### config.mk
export PLATFORM = sky130hd
export DESIGN_NAME = fan_timer_speed_controller_flat
export DESIGN_NICKNAME = d
export VERILOG_FILES = /design/src/hw/rtl/fts_pkg.sv /design/src/hw/rtl/fts_if.sv /design/src/hw/rtl/fts_front.sv /design/src/hw/rtl/fts_queue.sv /design/src/hw/rtl/fts_back.sv /design/src/hw/rtl/fan_timer_speed_controller.sv /design/src/flat_wrapper.sv
export SDC_FILE = /design/constraint.sdc
export NUM_CORES = 1
export LEC_CHECK = 0
export ABC_AREA = 1
export BUFFER_PORTS_ARGS = -buffer_cell sky130_fd_sc_hd__buf_2
export CAP_MARGIN = 40
export CORE_ASPECT_RATIO = 1.5
export CORE_MARGIN = 2
export CORE_UTILIZATION = 35
export CTS_CLUSTER_SIZE = 14
export DETAILED_ROUTE_END_ITERATION = 12
export HOLD_SLACK_MARGIN = 0.12
export SLEW_MARGIN = 20
export SYNTH_ARGS = -nofsm -noshare
export SYNTH_HDL_FRONTEND = slang
export SYNTH_SLANG_ARGS = --single-unit
### constraint.sdc
create_clock -name clk -period 8.55 [get_ports clk]
set_clock_uncertainty 0.05 [all_clocks]
set_input_delay 0.855 -clock clk [delete_from_list [all_inputs] [get_ports clk]]
set_output_delay 0.855 -clock clk [all_outputs]
set_load 0.005 [all_outputs]
### src/hw/rtl/fts_pkg.sv
`timescale 1ns / 1ps
// shared types, codes and timing constants for the fan timer speed controller
// no dependencies; used by the interfaces and every module of the block
package fts_pkg;

  // timing
  localparam int PWM_PERIOD       = 1000;
  localparam int TICKS_PER_SECOND = 20;
  localparam int TICKS_MAX        = 16383;
  localparam int SECS_PER_MIN     = 60;
  localparam int TICKS_PER_MIN    = SECS_PER_MIN * TICKS_PER_SECOND;

  // field widths
  localparam int OP_W    = 3;
  localparam int BYTE_W  = 8;
  localparam int TEMP_W  = 8;
  localparam int SPEED_W = 2;
  localparam int MIN_W   = 4;
  localparam int SEC_W   = 6;
  localparam int SETP_W  = 7;
  localparam int DIGIT_W = 4;
  localparam int DUTY_W  = 10;
  localparam int REG_W   = 3;

  // countdown held as minutes, seconds and sub-second ticks
  localparam int MINQ_MAX = TICKS_MAX / TICKS_PER_MIN;
  localparam int QW       = ($clog2(MINQ_MAX + 1) > MIN_W) ? $clog2(MINQ_MAX + 1) : MIN_W;
  localparam int SUB_W    = (TICKS_PER_SECOND > 1) ? $clog2(TICKS_PER_SECOND) : 1;
  localparam int SAT_Q    = TICKS_MAX / TICKS_PER_MIN;
  localparam int SAT_S    = (TICKS_MAX % TICKS_PER_MIN) / TICKS_PER_SECOND;
  localparam int SAT_R    = TICKS_MAX % TICKS_PER_SECOND;
  localparam int LOAD_W   = $clog2(63 * TICKS_PER_SECOND + 15 * TICKS_PER_MIN + 1);
  localparam int MIN_SHOWN_MAX = 15;

  // pwm counter holds up to the start count or the period
  localparam int PCW = ($clog2(PWM_PERIOD + 1) > DUTY_W) ? $clog2(PWM_PERIOD + 1) : DUTY_W;

  // queue between front and back
  localparam int QUEUE_DEPTH = 2;
  localparam int QPTR_W      = (QUEUE_DEPTH > 1) ? $clog2(QUEUE_DEPTH) : 1;
  localparam int QCNT_W      = $clog2(QUEUE_DEPTH + 1);

  // op codes
  localparam logic [OP_W-1:0] OP_CMD       = 3'd0;
  localparam logic [OP_W-1:0] OP_TICK      = 3'd1;
  localparam logic [OP_W-1:0] OP_SPEED_BTN = 3'd2;
  localparam logic [OP_W-1:0] OP_STATE_BTN = 3'd3;
  localparam logic [OP_W-1:0] OP_TIMER_BTN = 3'd4;
  localparam logic [OP_W-1:0] OP_PWM       = 3'd5;

  // command bytes
  localparam logic [BYTE_W-1:0] CMD_STOP      = 8'h30;
  localparam logic [BYTE_W-1:0] CMD_RUN       = 8'h31;
  localparam logic [BYTE_W-1:0] CMD_LOW       = 8'h32;
  localparam logic [BYTE_W-1:0] CMD_MID       = 8'h33;
  localparam logic [BYTE_W-1:0] CMD_HIGH      = 8'h34;
  localparam logic [BYTE_W-1:0] CMD_ARM_MIN   = 8'h35;
  localparam logic [BYTE_W-1:0] CMD_ARM_SEC   = 8'h36;
  localparam logic [BYTE_W-1:0] CMD_START     = 8'h37;
  localparam logic [BYTE_W-1:0] CMD_ARM_SETP  = 8'h38;
  localparam logic [BYTE_W-1:0] DIGIT_ZERO    = 8'h30;
  localparam logic [BYTE_W-1:0] DIGIT_NINE    = 8'h39;
  localparam logic [DIGIT_W-1:0] DIGIT_MAX    = 4'd9;

  // reply bytes
  localparam logic [BYTE_W-1:0] TX_STOPPED    = 8'h30;
  localparam logic [BYTE_W-1:0] TX_RUNNING    = 8'h31;
  localparam logic [BYTE_W-1:0] TX_SPEED_BASE = 8'h32;
  localparam logic [BYTE_W-1:0] TX_TIMER      = 8'h37;

  // speeds
  localparam logic [SPEED_W-1:0] SPEED_LOW  = 2'd0;
  localparam logic [SPEED_W-1:0] SPEED_MID  = 2'd1;
  localparam logic [SPEED_W-1:0] SPEED_HIGH = 2'd2;

  // digit targets
  localparam logic [1:0] PEND_NONE = 2'd0;
  localparam logic [1:0] PEND_MIN  = 2'd1;
  localparam logic [1:0] PEND_SEC  = 2'd2;
  localparam logic [1:0] PEND_SETP = 2'd3;

  // register indexes
  localparam logic [REG_W-1:0] REG_DUTY_LOW   = 3'd0;
  localparam logic [REG_W-1:0] REG_DUTY_MID   = 3'd1;
  localparam logic [REG_W-1:0] REG_DUTY_HIGH  = 3'd2;
  localparam logic [REG_W-1:0] REG_START_CNTS = 3'd3;

  // reset values
  localparam logic [DUTY_W-1:0] DUTY_LOW_RST   = 10'd300;
  localparam logic [DUTY_W-1:0] DUTY_MID_RST   = 10'd600;
  localparam logic [DUTY_W-1:0] DUTY_HIGH_RST  = 10'd900;
  localparam logic [DUTY_W-1:0] START_CNTS_RST = 10'd1000;
  localparam logic [MIN_W-1:0]  MINUTE_RST     = 4'd1;
  localparam logic [SEC_W-1:0]  SECOND_RST     = 6'd5;
  localparam logic [SETP_W-1:0] SETPOINT_RST   = 7'd26;

  typedef enum logic [2:0] {
    EV_CMD, EV_TICK, EV_SPEED_BTN, EV_STATE_BTN, EV_TIMER_BTN, EV_PWM, EV_NONE
  } ev_kind_t;

  typedef enum logic [2:0] {
    CK_STOP, CK_RUN, CK_SPEED, CK_ARM, CK_START, CK_OTHER
  } cmd_kind_t;

  typedef struct packed {
    logic [OP_W-1:0]          op;
    logic [BYTE_W-1:0]        rx_byte;
    logic signed [TEMP_W-1:0] measured_temp;
  } in_item_t;

  typedef struct packed {
    logic               motor_drive;
    logic               run_mode;
    logic [SPEED_W-1:0] fan_speed;
    logic [MIN_W-1:0]   minutes_shown;
    logic [SEC_W-1:0]   seconds_shown;
    logic               countdown_active;
    logic               tx_valid;
    logic [BYTE_W-1:0]  tx_byte;
  } out_item_t;

  typedef struct packed {
    logic [REG_W-1:0]  reg_index;
    logic [DUTY_W-1:0] wdata;
  } cfg_item_t;

  // classified event as it travels from front to back
  typedef struct packed {
    ev_kind_t                 ev;
    cmd_kind_t                cmd;
    logic [1:0]               sel;
    logic [DIGIT_W-1:0]       digit;
    logic [BYTE_W-1:0]        rx_byte;
    logic signed [TEMP_W-1:0] temp;
  } work_t;

endpackage

### src/hw/rtl/fts_if.sv
`timescale 1ns / 1ps
// valid/ready channels of the fan timer speed controller: events, results, config
// depends on fts_pkg for the payload types
interface fts_event_if;
  logic             valid;
  logic             ready;
  fts_pkg::in_item_t data;
  modport source (output valid, output data, input ready);
  modport sink (input valid, input data, output ready);
endinterface

interface fts_result_if;
  logic               valid;
  logic               ready;
  fts_pkg::out_item_t data;
  modport source (output valid, output data, input ready);
  modport sink (input valid, input data, output ready);
endinterface

interface fts_cfg_if;
  logic               valid;
  logic               ready;
  fts_pkg::cfg_item_t data;
  modport source (output valid, output data, input ready);
  modport sink (input valid, input data, output ready);
endinterface

### src/hw/rtl/fts_front.sv
`timescale 1ns / 1ps
// front end: takes event requests and classifies op and command byte
// depends on fts_pkg and fts_event_if
module fts_front (
  fts_event_if.sink       events,
  input  logic            q_ready,
  output logic            push,
  output fts_pkg::work_t  work
);

  assign events.ready = q_ready;
  assign push         = events.valid && q_ready;

  always_comb begin
    work         = '0;
    work.rx_byte = events.data.rx_byte;
    work.temp    = events.data.measured_temp;

    case (events.data.op)
      fts_pkg::OP_CMD:       work.ev = fts_pkg::EV_CMD;
      fts_pkg::OP_TICK:      work.ev = fts_pkg::EV_TICK;
      fts_pkg::OP_SPEED_BTN: work.ev = fts_pkg::EV_SPEED_BTN;
      fts_pkg::OP_STATE_BTN: work.ev = fts_pkg::EV_STATE_BTN;
      fts_pkg::OP_TIMER_BTN: work.ev = fts_pkg::EV_TIMER_BTN;
      fts_pkg::OP_PWM:       work.ev = fts_pkg::EV_PWM;
      default:               work.ev = fts_pkg::EV_NONE;
    endcase

    work.sel = fts_pkg::PEND_NONE;
    case (events.data.rx_byte)
      fts_pkg::CMD_STOP:     work.cmd = fts_pkg::CK_STOP;
      fts_pkg::CMD_RUN:      work.cmd = fts_pkg::CK_RUN;
      fts_pkg::CMD_LOW: begin
        work.cmd = fts_pkg::CK_SPEED;
        work.sel = fts_pkg::SPEED_LOW;
      end
      fts_pkg::CMD_MID: begin
        work.cmd = fts_pkg::CK_SPEED;
        work.sel = fts_pkg::SPEED_MID;
      end
      fts_pkg::CMD_HIGH: begin
        work.cmd = fts_pkg::CK_SPEED;
        work.sel = fts_pkg::SPEED_HIGH;
      end
      fts_pkg::CMD_ARM_MIN: begin
        work.cmd = fts_pkg::CK_ARM;
        work.sel = fts_pkg::PEND_MIN;
      end
      fts_pkg::CMD_ARM_SEC: begin
        work.cmd = fts_pkg::CK_ARM;
        work.sel = fts_pkg::PEND_SEC;
      end
      fts_pkg::CMD_ARM_SETP: begin
        work.cmd = fts_pkg::CK_ARM;
        work.sel = fts_pkg::PEND_SETP;
      end
      fts_pkg::CMD_START:    work.cmd = fts_pkg::CK_START;
      default:               work.cmd = fts_pkg::CK_OTHER;
    endcase

    // digit value clamped to 0..9
    if (events.data.rx_byte < fts_pkg::DIGIT_ZERO) begin
      work.digit = '0;
    end else if (events.data.rx_byte > fts_pkg::DIGIT_NINE) begin
      work.digit = fts_pkg::DIGIT_MAX;
    end else begin
      work.digit = fts_pkg::DIGIT_W'(events.data.rx_byte - fts_pkg::DIGIT_ZERO);
    end
  end

endmodule

### src/hw/rtl/fts_queue.sv
`timescale 1ns / 1ps
// short fifo of classified events between the front and the back
// depends on fts_pkg
module fts_queue (
  input  logic           clk,
  input  logic           rst,
  input  logic           push,
  input  fts_pkg::work_t push_data,
  output logic           q_ready,
  input  logic           pop,
  output logic           q_valid,
  output fts_pkg::work_t head
);

  fts_pkg::work_t              entries [fts_pkg::QUEUE_DEPTH];
  logic [fts_pkg::QPTR_W-1:0]  wr_ptr;
  logic [fts_pkg::QPTR_W-1:0]  rd_ptr;
  logic [fts_pkg::QCNT_W-1:0]  count;

  function automatic logic [fts_pkg::QPTR_W-1:0] ptr_inc(
    input logic [fts_pkg::QPTR_W-1:0] p
  );
    if (p == fts_pkg::QPTR_W'(fts_pkg::QUEUE_DEPTH - 1)) begin
      return '0;
    end
    return p + 1'b1;
  endfunction

  assign q_ready = count < fts_pkg::QCNT_W'(fts_pkg::QUEUE_DEPTH);
  assign q_valid = count != '0;
  assign head    = entries[rd_ptr];

  always_ff @(posedge clk) begin
    if (push) begin
      entries[wr_ptr] <= push_data;
    end
  end

  always_ff @(posedge clk) begin
    if (rst) begin
      wr_ptr <= '0;
      rd_ptr <= '0;
      count  <= '0;
    end else begin
      if (push) begin
        wr_ptr <= ptr_inc(wr_ptr);
      end
      if (pop) begin
        rd_ptr <= ptr_inc(rd_ptr);
      end
      case ({push, pop})
        2'b10:   count <= count + 1'b1;
        2'b01:   count <= count - 1'b1;
        default: count <= count;
      endcase
    end
  end

endmodule

### src/hw/rtl/fts_back.sv
`timescale 1ns / 1ps
// back end: executes classified events on the controller state, holds the
// config registers and the result register; depends on fts_pkg and fts_if
module fts_back (
  input  logic             clk,
  input  logic             rst,
  fts_cfg_if.sink          cfg,
  input  logic             q_valid,
  input  fts_pkg::work_t   head,
  output logic             pop,
  fts_result_if.source     results
);

  // config registers
  logic [fts_pkg::DUTY_W-1:0] duty_low;
  logic [fts_pkg::DUTY_W-1:0] duty_mid;
  logic [fts_pkg::DUTY_W-1:0] duty_high;
  logic [fts_pkg::DUTY_W-1:0] start_counts;

  // controller state
  logic                        mode_running, mode_running_next;
  logic [fts_pkg::SPEED_W-1:0] speed_level, speed_level_next;
  logic [fts_pkg::MIN_W-1:0]   minute_count, minute_count_next;
  logic [fts_pkg::SEC_W-1:0]   second_count, second_count_next;
  logic [fts_pkg::SETP_W-1:0]  temp_setpoint, temp_setpoint_next;
  logic [fts_pkg::QW-1:0]      cd_min, cd_min_next;
  logic [fts_pkg::SEC_W-1:0]   cd_sec, cd_sec_next;
  logic [fts_pkg::SUB_W-1:0]   cd_sub, cd_sub_next;
  logic                        countdown_on, countdown_on_next;
  logic [1:0]                  pending_digit, pending_digit_next;
  logic [fts_pkg::PCW-1:0]     pwm_counter, pwm_counter_next;
  logic                        start_done, start_done_next;
  logic [fts_pkg::DUTY_W-1:0]  latched_duty, latched_duty_next;
  logic                        drive_level, drive_level_next;
  logic                        tx_valid_next;
  logic [fts_pkg::BYTE_W-1:0]  tx_byte_next;

  logic                        out_valid;
  fts_pkg::out_item_t          out_data;
  logic                        take;

  // countdown load, shared by the start command and the timer button
  logic [fts_pkg::LOAD_W-1:0]  load_ticks;
  logic                        load_sat;
  logic                        load_zero;

  assign load_ticks = fts_pkg::LOAD_W'(second_count) * fts_pkg::LOAD_W'(fts_pkg::TICKS_PER_SECOND)
                    + fts_pkg::LOAD_W'(minute_count) * fts_pkg::LOAD_W'(fts_pkg::TICKS_PER_MIN);
  assign load_sat   = load_ticks > fts_pkg::LOAD_W'(fts_pkg::TICKS_MAX);
  assign load_zero  = load_ticks == '0;

  assign take          = q_valid && (!out_valid || results.ready);
  assign pop           = take;
  assign cfg.ready     = 1'b1;
  assign results.valid = out_valid;
  assign results.data  = out_data;

  always_comb begin
    logic                        do_load;
    logic                        mode_set;
    logic                        mode_val;
    logic [fts_pkg::QW-1:0]      dm;
    logic [fts_pkg::SEC_W-1:0]   ds;
    logic [fts_pkg::SUB_W-1:0]   dr;
    logic signed [8:0]           diff;
    logic                        pwm_now;
    logic [fts_pkg::PCW-1:0]     pc;
    logic [fts_pkg::PCW:0]       pc_inc;
    logic [fts_pkg::DUTY_W-1:0]  duty_sel;
    logic [fts_pkg::SPEED_W-1:0] sp;

    mode_running_next  = mode_running;
    speed_level_next   = speed_level;
    minute_count_next  = minute_count;
    second_count_next  = second_count;
    temp_setpoint_next = temp_setpoint;
    cd_min_next        = cd_min;
    cd_sec_next        = cd_sec;
    cd_sub_next        = cd_sub;
    countdown_on_next  = countdown_on;
    pending_digit_next = pending_digit;
    pwm_counter_next   = pwm_counter;
    start_done_next    = start_done;
    latched_duty_next  = latched_duty;
    drive_level_next   = drive_level;
    tx_valid_next      = 1'b0;
    tx_byte_next       = '0;

    do_load  = 1'b0;
    mode_set = 1'b0;
    mode_val = 1'b0;
    dm       = cd_min;
    ds       = cd_sec;
    dr       = cd_sub;
    diff     = '0;
    pwm_now  = 1'b1;
    pc       = pwm_counter;
    pc_inc   = '0;
    duty_sel = latched_duty;
    sp       = speed_level;

    case (head.ev)
      fts_pkg::EV_CMD: begin
        tx_valid_next = 1'b1;
        tx_byte_next  = head.rx_byte;
        if (pending_digit != fts_pkg::PEND_NONE) begin
          case (pending_digit)
            fts_pkg::PEND_MIN: minute_count_next  = head.digit;
            fts_pkg::PEND_SEC: second_count_next  = fts_pkg::SEC_W'(head.digit);
            default:           temp_setpoint_next = fts_pkg::SETP_W'(head.digit);
          endcase
          pending_digit_next = fts_pkg::PEND_NONE;
        end else begin
          pending_digit_next = fts_pkg::PEND_NONE;
          case (head.cmd)
            fts_pkg::CK_STOP: begin
              mode_set = 1'b1;
              mode_val = 1'b0;
            end
            fts_pkg::CK_RUN: begin
              mode_set = 1'b1;
              mode_val = 1'b1;
            end
            fts_pkg::CK_SPEED: speed_level_next   = head.sel;
            fts_pkg::CK_ARM:   pending_digit_next = head.sel;
            fts_pkg::CK_START: do_load            = 1'b1;
            default: ;
          endcase
        end
      end

      fts_pkg::EV_TICK: begin
        if (countdown_on) begin
          // borrow through sub-ticks, seconds, minutes
          if (cd_sub != '0) begin
            dr = cd_sub - 1'b1;
          end else if (cd_sec != '0) begin
            ds = cd_sec - 1'b1;
            dr = fts_pkg::SUB_W'(fts_pkg::TICKS_PER_SECOND - 1);
          end else if (cd_min != '0) begin
            dm = cd_min - 1'b1;
            ds = fts_pkg::SEC_W'(fts_pkg::SECS_PER_MIN - 1);
            dr = fts_pkg::SUB_W'(fts_pkg::TICKS_PER_SECOND - 1);
          end
          cd_min_next = dm;
          cd_sec_next = ds;
          cd_sub_next = dr;
          if (dr == '0) begin
            diff = 9'(head.temp) - $signed({2'b00, temp_setpoint});
            second_count_next = ds;
            minute_count_next = (dm > fts_pkg::QW'(fts_pkg::MIN_SHOWN_MAX))
                              ? fts_pkg::MIN_W'(fts_pkg::MIN_SHOWN_MAX)
                              : fts_pkg::MIN_W'(dm);
            if (diff > 9'sd2) begin
              speed_level_next = fts_pkg::SPEED_HIGH;
            end else if (diff > 9'sd1) begin
              speed_level_next = fts_pkg::SPEED_MID;
            end else begin
              speed_level_next = fts_pkg::SPEED_LOW;
            end
          end
          if (dm == '0 && ds == '0 && dr == '0) begin
            mode_set          = 1'b1;
            mode_val          = 1'b0;
            countdown_on_next = 1'b0;
            tx_valid_next     = 1'b1;
            tx_byte_next      = fts_pkg::TX_STOPPED;
          end
        end
      end

      fts_pkg::EV_SPEED_BTN: begin
        if (mode_running) begin
          case (speed_level)
            fts_pkg::SPEED_LOW:  sp = fts_pkg::SPEED_MID;
            fts_pkg::SPEED_MID:  sp = fts_pkg::SPEED_HIGH;
            fts_pkg::SPEED_HIGH: sp = fts_pkg::SPEED_LOW;
            default:             sp = fts_pkg::SPEED_MID;
          endcase
          speed_level_next = sp;
          tx_valid_next    = 1'b1;
          tx_byte_next     = fts_pkg::TX_SPEED_BASE + fts_pkg::BYTE_W'(sp);
        end
      end

      fts_pkg::EV_STATE_BTN: begin
        mode_set      = 1'b1;
        mode_val      = !mode_running;
        tx_valid_next = 1'b1;
        tx_byte_next  = mode_running ? fts_pkg::TX_STOPPED : fts_pkg::TX_RUNNING;
      end

      fts_pkg::EV_TIMER_BTN: begin
        if (mode_running) begin
          do_load       = 1'b1;
          tx_valid_next = 1'b1;
          tx_byte_next  = fts_pkg::TX_TIMER;
        end
      end

      fts_pkg::EV_PWM: begin
        if (!mode_running) begin
          drive_level_next = 1'b0;
        end else begin
          // full-on start phase first
          if (!start_done) begin
            if (pc < fts_pkg::PCW'(start_counts)) begin
              drive_level_next = 1'b1;
              pc_inc = {1'b0, pc} + 1'b1;
              if (pc_inc >= (fts_pkg::PCW + 1)'(start_counts)) begin
                start_done_next = 1'b1;
                pc = '0;
              end else begin
                pc = pc_inc[fts_pkg::PCW-1:0];
              end
              pwm_now = 1'b0;
            end else begin
              start_done_next = 1'b1;
              pc = '0;
            end
          end
          if (pwm_now) begin
            if (pc == '0) begin
              case (speed_level)
                fts_pkg::SPEED_LOW: duty_sel = duty_low;
                fts_pkg::SPEED_MID: duty_sel = duty_mid;
                default:            duty_sel = duty_high;
              endcase
            end
            latched_duty_next = duty_sel;
            drive_level_next  = pc < fts_pkg::PCW'(duty_sel);
            pc_inc = {1'b0, pc} + 1'b1;
            if (pc_inc >= (fts_pkg::PCW + 1)'(fts_pkg::PWM_PERIOD)) begin
              pc = '0;
            end else begin
              pc = pc_inc[fts_pkg::PCW-1:0];
            end
          end
          pwm_counter_next = pc;
        end
      end

      default: ;
    endcase

    if (do_load) begin
      if (load_sat) begin
        cd_min_next = fts_pkg::QW'(fts_pkg::SAT_Q);
        cd_sec_next = fts_pkg::SEC_W'(fts_pkg::SAT_S);
        cd_sub_next = fts_pkg::SUB_W'(fts_pkg::SAT_R);
      end else begin
        cd_min_next = fts_pkg::QW'(minute_count);
        cd_sec_next = second_count;
        cd_sub_next = '0;
      end
      if (load_zero) begin
        countdown_on_next = 1'b0;
        mode_set          = 1'b1;
        mode_val          = 1'b0;
      end else begin
        countdown_on_next = 1'b1;
      end
    end

    // a change of run mode restarts the start phase
    if (mode_set && (mode_val != mode_running)) begin
      mode_running_next = mode_val;
      start_done_next   = 1'b0;
      pwm_counter_next  = '0;
      if (!mode_val) begin
        drive_level_next = 1'b0;
      end
    end
  end

  always_ff @(posedge clk) begin
    if (rst) begin
      duty_low     <= fts_pkg::DUTY_LOW_RST;
      duty_mid     <= fts_pkg::DUTY_MID_RST;
      duty_high    <= fts_pkg::DUTY_HIGH_RST;
      start_counts <= fts_pkg::START_CNTS_RST;
    end else if (cfg.valid) begin
      case (cfg.data.reg_index)
        fts_pkg::REG_DUTY_LOW:   duty_low     <= cfg.data.wdata;
        fts_pkg::REG_DUTY_MID:   duty_mid     <= cfg.data.wdata;
        fts_pkg::REG_DUTY_HIGH:  duty_high    <= cfg.data.wdata;
        fts_pkg::REG_START_CNTS: start_counts <= cfg.data.wdata;
        default: ;
      endcase
    end
  end

  always_ff @(posedge clk) begin
    if (rst) begin
      mode_running  <= 1'b0;
      speed_level   <= fts_pkg::SPEED_LOW;
      minute_count  <= fts_pkg::MINUTE_RST;
      second_count  <= fts_pkg::SECOND_RST;
      temp_setpoint <= fts_pkg::SETPOINT_RST;
      cd_min        <= '0;
      cd_sec        <= '0;
      cd_sub        <= '0;
      countdown_on  <= 1'b0;
      pending_digit <= fts_pkg::PEND_NONE;
      pwm_counter   <= '0;
      start_done    <= 1'b0;
      latched_duty  <= '0;
      drive_level   <= 1'b0;
      out_valid     <= 1'b0;
    end else begin
      if (take) begin
        mode_running  <= mode_running_next;
        speed_level   <= speed_level_next;
        minute_count  <= minute_count_next;
        second_count  <= second_count_next;
        temp_setpoint <= temp_setpoint_next;
        cd_min        <= cd_min_next;
        cd_sec        <= cd_sec_next;
        cd_sub        <= cd_sub_next;
        countdown_on  <= countdown_on_next;
        pending_digit <= pending_digit_next;
        pwm_counter   <= pwm_counter_next;
        start_done    <= start_done_next;
        latched_duty  <= latched_duty_next;
        drive_level   <= drive_level_next;
        out_valid     <= 1'b1;
      end else if (results.ready) begin
        out_valid <= 1'b0;
      end
    end
  end

  always_ff @(posedge clk) begin
    if (take) begin
      out_data.motor_drive      <= drive_level_next;
      out_data.run_mode         <= mode_running_next;
      out_data.fan_speed        <= speed_level_next;
      out_data.minutes_shown    <= minute_count_next;
      out_data.seconds_shown    <= second_count_next;
      out_data.countdown_active <= countdown_on_next;
      out_data.tx_valid         <= tx_valid_next;
      out_data.tx_byte          <= tx_byte_next;
    end
  end

endmodule

### src/hw/rtl/fan_timer_speed_controller.sv
`timescale 1ns / 1ps
// fan timer speed controller, top level
// depends on fts_pkg, fts_if, fts_front, fts_queue and fts_back
//
// events: one request per event (op, rx_byte, measured_temp): command byte,
//   timer tick, speed/state/timer button or pwm tick.
// results: exactly one request per event, in event order: motor drive level,
//   run mode, speed, shown minutes and seconds, countdown flag and an optional
//   reply byte (tx_byte is 0 when tx_valid is 0).
// cfg: register writes (duty low/mid/high, start counts), always ready;
//   write only while no event is in flight. Indexes beyond 3 are dropped.
// order: the queue entry is written at the accepting edge, and the result
//   register is written when the back end takes that entry from the queue.
// throughput: one event per cycle while the queue has room; the back end executes one queued event a
//   cycle whenever its result register is empty or being emptied.
// stall: when results.ready is low the result register holds, the back end
//   stops, and the two-entry queue takes up to two more events before
//   events.ready drops.
// reset: synchronous, active high; state returns to stopped, low speed,
//   1:05 on the timer, setpoint 26, config registers to their defaults.
module fan_timer_speed_controller (
  input  logic          clk,
  input  logic          rst,
  fts_event_if.sink     events,
  fts_result_if.source  results,
  fts_cfg_if.sink       cfg
);

  logic           push;
  logic           q_ready;
  logic           q_valid;
  logic           pop;
  fts_pkg::work_t work;
  fts_pkg::work_t head;

  fts_front u_front (
    .events  (events),
    .q_ready (q_ready),
    .push    (push),
    .work    (work)
  );

  fts_queue u_queue (
    .clk       (clk),
    .rst       (rst),
    .push      (push),
    .push_data (work),
    .q_ready   (q_ready),
    .pop       (pop),
    .q_valid   (q_valid),
    .head      (head)
  );

  fts_back u_back (
    .clk     (clk),
    .rst     (rst),
    .cfg     (cfg),
    .q_valid (q_valid),
    .head    (head),
    .pop     (pop),
    .results (results)
  );

  // no reply byte without a reply
  a_tx_quiet: assert property (@(posedge clk) disable iff (rst)
    (results.valid && !results.data.tx_valid) |-> (results.data.tx_byte == '0))
    else $error("reply byte set without tx_valid");

  // a stopped fan is never driven
  a_stop_drive: assert property (@(posedge clk) disable iff (rst)
    (results.valid && !results.data.run_mode) |-> !results.data.motor_drive)
    else $error("motor driven while stopped");

  // shown seconds stay a valid clock value
  a_seconds: assert property (@(posedge clk) disable iff (rst)
    results.valid |-> (results.data.seconds_shown < 6'(fts_pkg::SECS_PER_MIN)))
    else $error("seconds out of range");

  // an event reaches the back end only after it has been queued
  a_queue_order: assert property (@(posedge clk) disable iff (rst)
    (!q_valid && !push) |=> !q_valid)
    else $error("queue shows an event that was never pushed");

endmodule

### src/flat_wrapper.sv
// flat-port wrapper written by rule: the top's interface ports become plain ports
module fan_timer_speed_controller_flat 
  (clk, rst, events_valid, events_data, events_ready, results_valid, results_data, results_ready, cfg_valid, cfg_data, cfg_ready);
  fts_event_if events_i ();
  fts_result_if results_i ();
  fts_cfg_if cfg_i ();
  input  logic clk;
  input  logic rst;
  input wire logic [$bits(events_i.valid)-1:0] events_valid;
  input wire logic [$bits(events_i.data)-1:0] events_data;
  output wire logic [$bits(events_i.ready)-1:0] events_ready;
  output wire logic [$bits(results_i.valid)-1:0] results_valid;
  output wire logic [$bits(results_i.data)-1:0] results_data;
  input wire logic [$bits(results_i.ready)-1:0] results_ready;
  input wire logic [$bits(cfg_i.valid)-1:0] cfg_valid;
  input wire logic [$bits(cfg_i.data)-1:0] cfg_data;
  output wire logic [$bits(cfg_i.ready)-1:0] cfg_ready;
  assign events_i.valid = events_valid;
  assign events_i.data = events_data;
  assign events_ready = events_i.ready;
  assign results_valid = results_i.valid;
  assign results_data = results_i.data;
  assign results_i.ready = results_ready;
  assign cfg_i.valid = cfg_valid;
  assign cfg_i.data = cfg_data;
  assign cfg_ready = cfg_i.ready;
  fan_timer_speed_controller u_core (.clk(clk), .rst(rst), .events(events_i), .results(results_i), .cfg(cfg_i));
endmodule
==> impl_metrics.xml, run 1 <==
<?xml version="1.0" encoding="UTF-8"?>
<metrics>
  <group name="place">
    <metric name="dp_hpwl" unit="um">21500</metric>
    <metric name="placedCellCount" unit="">1867</metric>
    <metric name="place.gp.congestion" unit="">0.879</metric>
    <metric name="port_buffers" unit="">62</metric>
  </group>
  <group name="cts">
    <metric name="cts.path.max_buffers" unit="">2</metric>
    <metric name="cts_tree" unit="">done</metric>
    <metric name="postCtsSetupBuffers" unit="">0</metric>
    <metric name="cts.repair.resized" unit="">0</metric>
    <metric name="worst_setup_hold_path_clk_slew" unit="ns">0.07</metric>
    <metric name="worst_skew_pair.late_latency" unit="ns">0.46</metric>
    <metric name="hold_fix_buffer_count_after_cts" unit="">0</metric>
    <metric name="root_buffer" unit="">sky130_fd_sc_hd__clkbuf_16</metric>
    <metric name="htree_num_levels" unit="">4</metric>
    <metric name="clock_sinks" unit="">184</metric>
    <metric name="cts_buffers" unit="">17</metric>
  </group>
  <group name="critical_path">
    <metric name="max_stage_delay" unit="ns">0.41</metric>
    <metric name="critPathArrivalTime" unit="ns">5.34</metric>
    <metric name="worst-path-max-fanout" unit="">16</metric>
    <metric name="cp.depth" unit="">31</metric>
    <metric name="worstSetupPathType" unit="">reg2reg</metric>
    <metric name="crit_path_end_kind" unit="">flop</metric>
    <metric name="crit_buf_inv" unit="">3</metric>
    <metric name="required" unit="ns">8.83</metric>
    <metric name="crit_path_top_delay_cell" unit="">sky130_fd_sc_hd__dfxtp_1</metric>
    <metric name="crit_top_cell" unit="">sky130_fd_sc_hd__nand2_1</metric>
    <metric name="critPathLaunchType" unit="">flop</metric>
    <metric name="crit_family" unit="">simple AND/OR/NAND/NOR gates</metric>
    <metric name="r2r_cell_count" unit="">31</metric>
  </group>
  <group name="sta">
    <metric name="grt_setup_unrepaired" unit="">false</metric>
    <metric name="timing_max_transition_violations_final" unit="">0</metric>
    <metric name="fmaxAchievable" unit="GHz">0.197</metric>
    <metric name="setup_total_negative_slack" unit="ns">0</metric>
    <metric name="setup_violations" unit="">0</metric>
    <metric name="finalCriticalPeriod" unit="ns">5.06</metric>
    <metric name="hold_violations" unit="">0</metric>
    <metric name="slew_headroom" unit="%">43.2</metric>
    <metric name="worst_slew_pin_slew" unit="ns">0.848</metric>
    <metric name="min_period_over_period" unit="%">59.2</metric>
  </group>
  <group name="grt">
    <metric name="grt_antenna_before_repair" unit="">0</metric>
    <metric name="grt_start_max_net_pins" unit="">63</metric>
    <metric name="overflow" unit="">0</metric>
    <metric name="grt_pass1_wl" unit="um">46200</metric>
    <metric name="grt_pass1_vias" unit="">9005</metric>
    <metric name="grt_usage" unit="%">17.6</metric>
  </group>
  <group name="synth">
    <metric name="postSynthNetCount" unit="">1552</metric>
    <metric name="yosysWarningCount" unit="">0</metric>
    <metric name="dominantRegCellSynth" unit="">sky130_fd_sc_hd__dfxtp_1</metric>
    <metric name="synth_top_area_cell" unit="">sky130_fd_sc_hd__edfxtp_1</metric>
    <metric name="synth_area_per_cell" unit="sq um">7.79</metric>
    <metric name="synth_cell_types" unit="">61</metric>
    <metric name="postSynthCellCount" unit="">1436</metric>
    <metric name="yosys.cell_count.top_type" unit="">sky130_fd_sc_hd__nand2_1</metric>
    <metric name="ys_top_cells_by_area" unit="">sky130_fd_sc_hd__edfxtp_1 21%, sky130_fd_sc_hd__dfxtp_1 19%, sky130_fd_sc_hd__nand2_1 10%</metric>
    <metric name="synth_edf_count" unit="">80</metric>
    <metric name="postSynth.asyncResetShare" unit="%">0</metric>
    <metric name="post_synth_instance_area" unit="sq mm">0.0112</metric>
    <metric name="synth.cells.most_frequent" unit="">300 x sky130_fd_sc_hd__nand2_1, 191 x sky130_fd_sc_hd__inv_1, 117 x sky130_fd_sc_hd__o21ai_0</metric>
    <metric name="ys_seq_elements" unit="">184</metric>
    <metric name="synth_top_cell_area_share" unit="%">21.5</metric>
    <metric name="ys_seq_area_share" unit="%">40.1</metric>
  </group>
  <group name="detailed_routing">
    <metric name="route.final.wire_length" unit="um">28700</metric>
    <metric name="number_of_design_rule_violations_left_by_the_first_detailed_router_iteration" unit="">562</metric>
    <metric name="detail_route.wl_per_cell" unit="um">15.1</metric>
    <metric name="drt-vias-per-instance" unit="">4.99</metric>
    <metric name="drc" unit="">0</metric>
    <metric name="first_pass_iters" unit="">5</metric>
    <metric name="num_vias" unit="">9484</metric>
    <metric name="postRouteAntennaNets" unit="">0</metric>
  </group>
  <group name="worst_hold_path">
    <metric name="hold_path_class" unit="">reg2reg</metric>
    <metric name="hold_depth" unit="">1</metric>
  </group>
  <group name="finish">
    <metric name="drive_above_1_share" unit="%">11.7</metric>
    <metric name="finalNetCount" unit="">1593</metric>
    <metric name="stdcell_count" unit="">1900</metric>
    <metric name="synthToLayoutAreaGrowth" unit="%">11.6</metric>
    <metric name="fin_util" unit="%">39.5</metric>
    <metric name="antenna-diode-count" unit="">0</metric>
  </group>
  <group name="floorplanning">
    <metric name="die-width" unit="um">150</metric>
    <metric name="floorplan.die_area" unit="sq mm">0.0334</metric>
    <metric name="floorplan.core_area" unit="sq mm">0.0316</metric>
    <metric name="die_height" unit="um">223</metric>
    <metric name="ios" unit="">64</metric>
    <metric name="floorplan.initialDensity" unit="%">35.4</metric>
    <metric name="placementRows" unit="">80</metric>
  </group>
  <group name="flow_run">
    <metric name="cap_viol_max_count" unit="">0</metric>
  </group>
  <group name="power_and_ir_drop">
    <metric name="switchingPower" unit="mW">1.57</metric>
    <metric name="cell_pwr_density" unit="mW/mm^2">295</metric>
    <metric name="power.switching_fraction" unit="%">42.8</metric>
    <metric name="internal_power" unit="mW">2.11</metric>
    <metric name="combinationalPowerShare" unit="%">45.2</metric>
    <metric name="power.ir.vdd_worst" unit="V">0.000170</metric>
    <metric name="part_of_the_power_in_the_clock_network" unit="%">22.1</metric>
    <metric name="seq_power_share" unit="%">32.7</metric>
    <metric name="p_leak" unit="nW">5.70</metric>
  </group>
  <group name="status">
    <metric name="outcome" unit="">finished, final reports clean</metric>
  </group>
</metrics>
state kept, by name, indices dropped and copies added, names as in the netlist, 2 cells and up, named ones only:
register / count
u_core.u_back.pwm_counter: 10
u_core.u_back.cd_min: 4
u_core.u_back.duty_mid: 10
u_core.u_queue.count: 2
u_core.u_queue.entries: 56
u_core.u_back.temp_setpoint: 5
u_core.u_back.start_counts: 10
u_core.u_back.results.data: 24
u_core.u_back.duty_high: 10
u_core.u_back.minute_count: 4
u_core.u_back.cd_sec: 6
u_core.u_back.second_count: 6
u_core.u_back.latched_duty: 10
u_core.u_back.speed_level: 2
u_core.u_back.duty_low: 10
u_core.u_back.pending_digit: 2
u_core.u_back.cd_sub: 5
per-layer routing:
metal / wire [um] / track usage, % / share of wire [%] / vias up
li1: - / - / - / 4876
met1: 11400 / 19.0 / 40 / 4407
met2: 15600 / 33.5 / 54 / 156
met3: 740 / 2.21 / 2.6 / 45
met4: 898 / 7.79 / 3.1 / 0
met5: 0 / 0 / 0 / -
kinds of logic (layout without fill, tap and decap cells):
| group | after synthesis | count (layout) | share of synthesized area [%] |
|---|---|---|---|
| compound gates | 300 | 300 | 15.5 |
| flops | 184 | 184 | 40.1 |
| simple gates | 581 | 581 | 23.2 |
| mux | 5 | 5 | 0.447 |
| other cells | 1 | 1 | 0.0335 |
| xor+xnor | 34 | 34 | 2.86 |
| fa+ha+maj | 79 | 79 | 9.11 |
| buf+inv | 252 | 306 | 8.79 |
power by group through the flow:
stage	combinational [mW]	clock (mW)	sequential (mW)
after floorplan	1.21	0	1.20
after global placement	1.65	0	1.22
after detailed placement	1.67	0	1.22
after CTS	1.68	0.833	1.21
after global routing	1.89	0.863	1.22
final	1.66	0.813	1.20
metrics by stage:
step / instance area [sq um] / hold WS (ns) / setup WS, ns / total power [mW]
floorplan: 11200 / 0.375 / 4.28 / 2.41
global placement: 11900 / 0.386 / 3.64 / 2.87
detailed placement: 11900 / 0.394 / 3.54 / 2.89
CTS: 12500 / 0.408 / 3.51 / 3.71
global route: 12500 / 0.418 / 2.93 / 3.98
finish: 12500 / 0.408 / 3.49 / 3.68
cell usage in the layout (no fill, tap or decap), types with 4 or more instances in the layout:
cell type	instances
sky130_fd_sc_hd__nand2_1	300
sky130_fd_sc_hd__inv_1	191
sky130_fd_sc_hd__o21ai_0	117
sky130_fd_sc_hd__nor2_1	113
sky130_fd_sc_hd__dfxtp_1	104
sky130_fd_sc_hd__a21oi_1	92
sky130_fd_sc_hd__edfxtp_1	80
sky130_fd_sc_hd__ha_1	75
sky130_fd_sc_hd__nand3_1	73
sky130_fd_sc_hd__buf_2	62
sky130_fd_sc_hd__nand4_1	23
sky130_fd_sc_hd__xor2_1	20
sky130_fd_sc_hd__clkbuf_16	17
sky130_fd_sc_hd__nor3_1	16
sky130_fd_sc_hd__o211ai_1	16
sky130_fd_sc_hd__a31oi_1	15
sky130_fd_sc_hd__nand2_2	13
sky130_fd_sc_hd__xnor2_1	11
sky130_fd_sc_hd__o21ai_1	11
sky130_fd_sc_hd__nor2_2	9
sky130_fd_sc_hd__inv_2	8
sky130_fd_sc_hd__buf_4	8
sky130_fd_sc_hd__nor2_4	6
sky130_fd_sc_hd__o21ai_2	6
sky130_fd_sc_hd__or2_2	6
sky130_fd_sc_hd__a221oi_1	6
sky130_fd_sc_hd__mux2i_1	5
sky130_fd_sc_hd__a211oi_1	5
sky130_fd_sc_hd__o2111ai_1	5
sky130_fd_sc_hd__inv_6	5
sky130_fd_sc_hd__nand3_2	4
sky130_fd_sc_hd__a22oi_1	4
sky130_fd_sc_hd__a21oi_2	4
sky130_fd_sc_hd__o31ai_1	4
sky130_fd_sc_hd__clkinv_1	4
sky130_fd_sc_hd__fa_1	4
sky130_fd_sc_hd__clkinv_8	4
final timing paths:
check	start	endpoint	slack, ns
hold reg to reg	u_core.u_queue.rd_ptr	flop	0.41
hold / removal	u_core.u_queue.rd_ptr	flop	0.41
setup / recovery	u_core.u_back.pwm_counter[1]	u_core.u_back.results.data[23]	3.49
setup reg to reg	u_core.u_back.pwm_counter[1]	u_core.u_back.results.data[23]	3.49
final cells by class:
cell class              instances  area (sq um)
multi-input cells            1000          5730
repair buffers                 71           382
flip-flops and latches        184          4480
well taps                     410           513
clock inverters                15           181
clock buffers                  17           425
inverters                     203           764
fillers                      3314         19100
worst register-to-register path, delay by kind of cell (launching register included):
kind	cells	cell delay [ns]
flip-flops	1	0.41
AO/OA/AOI/OAI	4	0.69
buffers and inverters	3	0.15
AND/OR/NAND/NOR	19	2.31
adder cells (fa/ha/maj)	4	1.04
multiplexers	1	0.29
Note: power is estimated with default switching activity, not from simulation.
==> run 2: changes to the inputs <==
==> constraint.sdc (replaced) <==
create_clock -name clk -period 4.4 [get_ports clk]
set_clock_uncertainty 0.05 [all_clocks]
set_input_delay 0.44 -clock clk [delete_from_list [all_inputs] [get_ports clk]]
set_output_delay 0.44 -clock clk [all_outputs]
set_load 0.005 [all_outputs]
==> run 2 against run 1 <==
Critical path depth is 4 higher. Worst setup slack worse by 3.4 ns. Via count is 5.1% higher. First-iteration DRC count is 7.5% lower. Die area stayed put. Clock power is 87% higher. Non-clock buffer count is 77 higher. Count of clock-buffer cells in the layout stayed put. Hold slack worse by 0.27 ns. Utilization is 2.5 points higher.
==> impl_metrics.xml, run 2 (synthesis results as in run 1) <==
<?xml version="1.0" encoding="UTF-8"?>
<metrics>
  <group name="finish">
    <metric name="most_common_library_cell_in_the_layout_ignoring_fill_and_taps" unit="">sky130_fd_sc_hd__nand2_1</metric>
    <metric name="most-common-layout-cells" unit="">291 x sky130_fd_sc_hd__nand2_1, 186 x sky130_fd_sc_hd__inv_1, 115 x sky130_fd_sc_hd__o21ai_0, 111 x sky130_fd_sc_hd__nor2_1, 98 x sky130_fd_sc_hd__dfxtp_1</metric>
    <metric name="flip_flop_count_of_the_largest_register_after_layout" unit="">56</metric>
    <metric name="largest_register" unit="">u_core.u_queue.entries</metric>
    <metric name="antenna-diode-count" unit="">0</metric>
    <metric name="fin_util" unit="%">42.0</metric>
    <metric name="fill_cells" unit="">3233</metric>
    <metric name="synthToLayoutAreaGrowth" unit="%">18.8</metric>
    <metric name="area_of_combinational_cells_with_multiple_inputs" unit="sq mm">0.00595</metric>
    <metric name="regArea" unit="sq mm">0.00450</metric>
    <metric name="drive_above_1_share" unit="%">18.7</metric>
    <metric name="finalInstanceArea" unit="sq mm">0.0133</metric>
    <metric name="finalNetCount" unit="">1670</metric>
  </group>
  <group name="floorplanning">
    <metric name="die-width" unit="um">150</metric>
    <metric name="die_height" unit="um">223</metric>
    <metric name="placementRows" unit="">80</metric>
    <metric name="ios" unit="">64</metric>
    <metric name="floorplan.core_area" unit="sq mm">0.0316</metric>
    <metric name="floorplan.initialDensity" unit="%">35.4</metric>
    <metric name="floorplan.die_area" unit="sq mm">0.0334</metric>
  </group>
  <group name="detailed_routing">
    <metric name="postRouteAntennaNets" unit="">0</metric>
    <metric name="drt-vias-per-instance" unit="">5.04</metric>
    <metric name="detail_route.wl_per_cell" unit="um">15.5</metric>
    <metric name="number_of_design_rule_violations_left_by_the_first_detailed_router_iteration" unit="">520</metric>
    <metric name="num_vias" unit="">9967</metric>
    <metric name="drc" unit="">0</metric>
    <metric name="first_pass_iters" unit="">5</metric>
    <metric name="route.final.wire_length" unit="um">30600</metric>
  </group>
  <group name="cts">
    <metric name="clock_sinks" unit="">184</metric>
    <metric name="worst_skew_pair.late_latency" unit="ns">0.45</metric>
    <metric name="root_buffer" unit="">sky130_fd_sc_hd__clkbuf_16</metric>
    <metric name="cts.path.max_buffers" unit="">2</metric>
    <metric name="cts_buffers" unit="">17</metric>
    <metric name="worst_setup_hold_path_clk_slew" unit="ns">0.07</metric>
    <metric name="htree_num_levels" unit="">4</metric>
    <metric name="cts_tree" unit="">done</metric>
  </group>
  <group name="worst_hold_path">
    <metric name="timing.hold.worst_endpoint" unit="">u_core.u_queue.entries[1][5]</metric>
    <metric name="min-delay-start" unit="">events_data[5]</metric>
    <metric name="hold_path_class" unit="">in2reg</metric>
    <metric name="hold_depth" unit="">1</metric>
  </group>
  <group name="grt">
    <metric name="grt_pass1_wl" unit="um">48500</metric>
    <metric name="use_met1" unit="%">19.7</metric>
    <metric name="grt_usage" unit="%">18.4</metric>
    <metric name="grt_pass1_vias" unit="">9584</metric>
    <metric name="grt-busiest-layer" unit="">met2</metric>
    <metric name="grt_antenna_before_repair" unit="">0</metric>
    <metric name="overflow" unit="">0</metric>
    <metric name="m2_gr_usage" unit="%">34.6</metric>
    <metric name="globalRouteMet3Util" unit="%">2.60</metric>
    <metric name="grt_start_max_net_pins" unit="">63</metric>
  </group>
  <group name="critical_path">
    <metric name="max_stage_delay" unit="ns">0.38</metric>
    <metric name="crit_path_end_kind" unit="">flop</metric>
    <metric name="required" unit="ns">4.67</metric>
    <metric name="r2r_end" unit="">u_core.u_back.results.data[23]</metric>
    <metric name="crit_path_top_delay_cell" unit="">sky130_fd_sc_hd__dfxtp_4</metric>
    <metric name="r2r_cell_count" unit="">35</metric>
    <metric name="crit_top_cell" unit="">sky130_fd_sc_hd__nand2_2</metric>
    <metric name="worst-r2r-setup-slack" unit="ns">0.07</metric>
    <metric name="regToRegStartpoint" unit="">u_core.u_back.pwm_counter[0]</metric>
    <metric name="critPathArrivalTime" unit="ns">4.59</metric>
    <metric name="worst-path-max-fanout" unit="">6</metric>
    <metric name="critPathLaunchType" unit="">flop</metric>
    <metric name="worstSetupPathType" unit="">reg2reg</metric>
  </group>
  <group name="place">
    <metric name="place.gp.congestion" unit="">0.878</metric>
    <metric name="port_buffers" unit="">62</metric>
    <metric name="dpl_cell_area" unit="sq mm">0.0122</metric>
    <metric name="dp_hpwl" unit="um">23100</metric>
  </group>
  <group name="sta">
    <metric name="min_period_over_period" unit="%">98.3</metric>
    <metric name="finalCriticalPeriod" unit="ns">4.33</metric>
    <metric name="worst_slew_pin_slew" unit="ns">0.805</metric>
    <metric name="grt_setup_unrepaired" unit="">true</metric>
    <metric name="setup_total_negative_slack" unit="ns">0</metric>
    <metric name="timing_max_transition_violations_final" unit="">0</metric>
    <metric name="fmaxAchievable" unit="GHz">0.231</metric>
    <metric name="setup_violations" unit="">0</metric>
    <metric name="hold_violations" unit="">0</metric>
    <metric name="slew_headroom" unit="%">46.1</metric>
  </group>
  <group name="power_and_ir_drop">
    <metric name="design_power_total" unit="mW">7.20</metric>
    <metric name="cell_pwr_density" unit="mW/mm^2">541</metric>
    <metric name="p_leak" unit="nW">6.11</metric>
    <metric name="power.ir.vdd_worst" unit="V">0.000299</metric>
  </group>
  <group name="flow_run">
    <metric name="cap_viol_max_count" unit="">0</metric>
  </group>
  <group name="status">
    <metric name="outcome" unit="">finished, final reports clean</metric>
  </group>
</metrics>
run 2: cell count changes in the layout (fill, tap and decap cells not counted), sizes merged:
cell,previous run,this run
buf,71,146
clkinvlp,1,0
dlygate4sd3,0,2
inv,207,208
run 2: final cells by class:
| cell class | instances | share of cell area, % |
|---|---|---|
| sequential | 184 | 33.9 |
| inverter | 203 | 5.75 |
| clock buffer | 17 | 3.20 |
| clock inverter | 15 | 1.15 |
| timing repair buffer | 148 | 7.44 |
| multi-input combinational | 1000 | 44.7 |
| tap | 410 | 3.86 |
run 2: where the power goes:
group | internal, mW | leakage, nW | switching (mW) | total (mW)
Sequential | 2.16 | 1.60 | 0.191 | 2.35
Clock | 0.778 | 0.293 | 0.745 | 1.52
Combinational | 1.18 | 4.21 | 2.15 | 3.33
Total | 4.11 | 6.11 | 3.08 | 7.20
run 2: repair_timing:
item | CTS | global route
pin swaps | 2 | 33
endpoints found under the hold margin | 4 | 0
setup buffers | 13 | 15
endpoints found under the setup margin | 2 | 5
cloned | 0 | 0
hold buffers | 2 | 0
resized for setup | 8 | 50
run 2: per-stage QoR:
stage	worst slack [ns]	cells	hold slack (ns)
floorplan	0.133	1436	0.375
global placement	0.0630	1915	0.387
detailed placement	-0.0351	1915	0.394
CTS	0.0167	1962	0.120
global route	-0.140	1977	0.124
finish	0.0742	1977	0.135
run 2: how the worst max path moves through the flow:
stage                                             from                              to  slack (ns)  cells past startpoint
after floorplan           u_core.u_back.pwm_counter[1]  u_core.u_back.results.data[23]        0.13                     33
after global placement    u_core.u_back.pwm_counter[0]  u_core.u_back.results.data[23]        0.06                     34
after detailed placement  u_core.u_back.pwm_counter[0]       u_core.u_back.drive_level       -0.04                     33
after CTS                 u_core.u_back.pwm_counter[0]  u_core.u_back.results.data[23]        0.02                     31
after global routing      u_core.u_back.pwm_counter[1]  u_core.u_back.results.data[23]       -0.14                     36
final                     u_core.u_back.pwm_counter[0]  u_core.u_back.results.data[23]        0.07                     35
run 2: per-layer routing:
metal	part of all wire [%]	wire [um]
met5	0	0
met1	39	11800
met3	2.7	834
met4	4.6	1400
met2	54	16500
run 2: critical path, delay by kind of cell, from the launching register on:
family                     cells  cell delay (ns)
buffers and inverters          7             0.58
adders and majority gates      4             0.74
AOI/OAI and AO/OA              5             0.82
DFF                            1             0.38
and+or+nand+nor               19             1.61
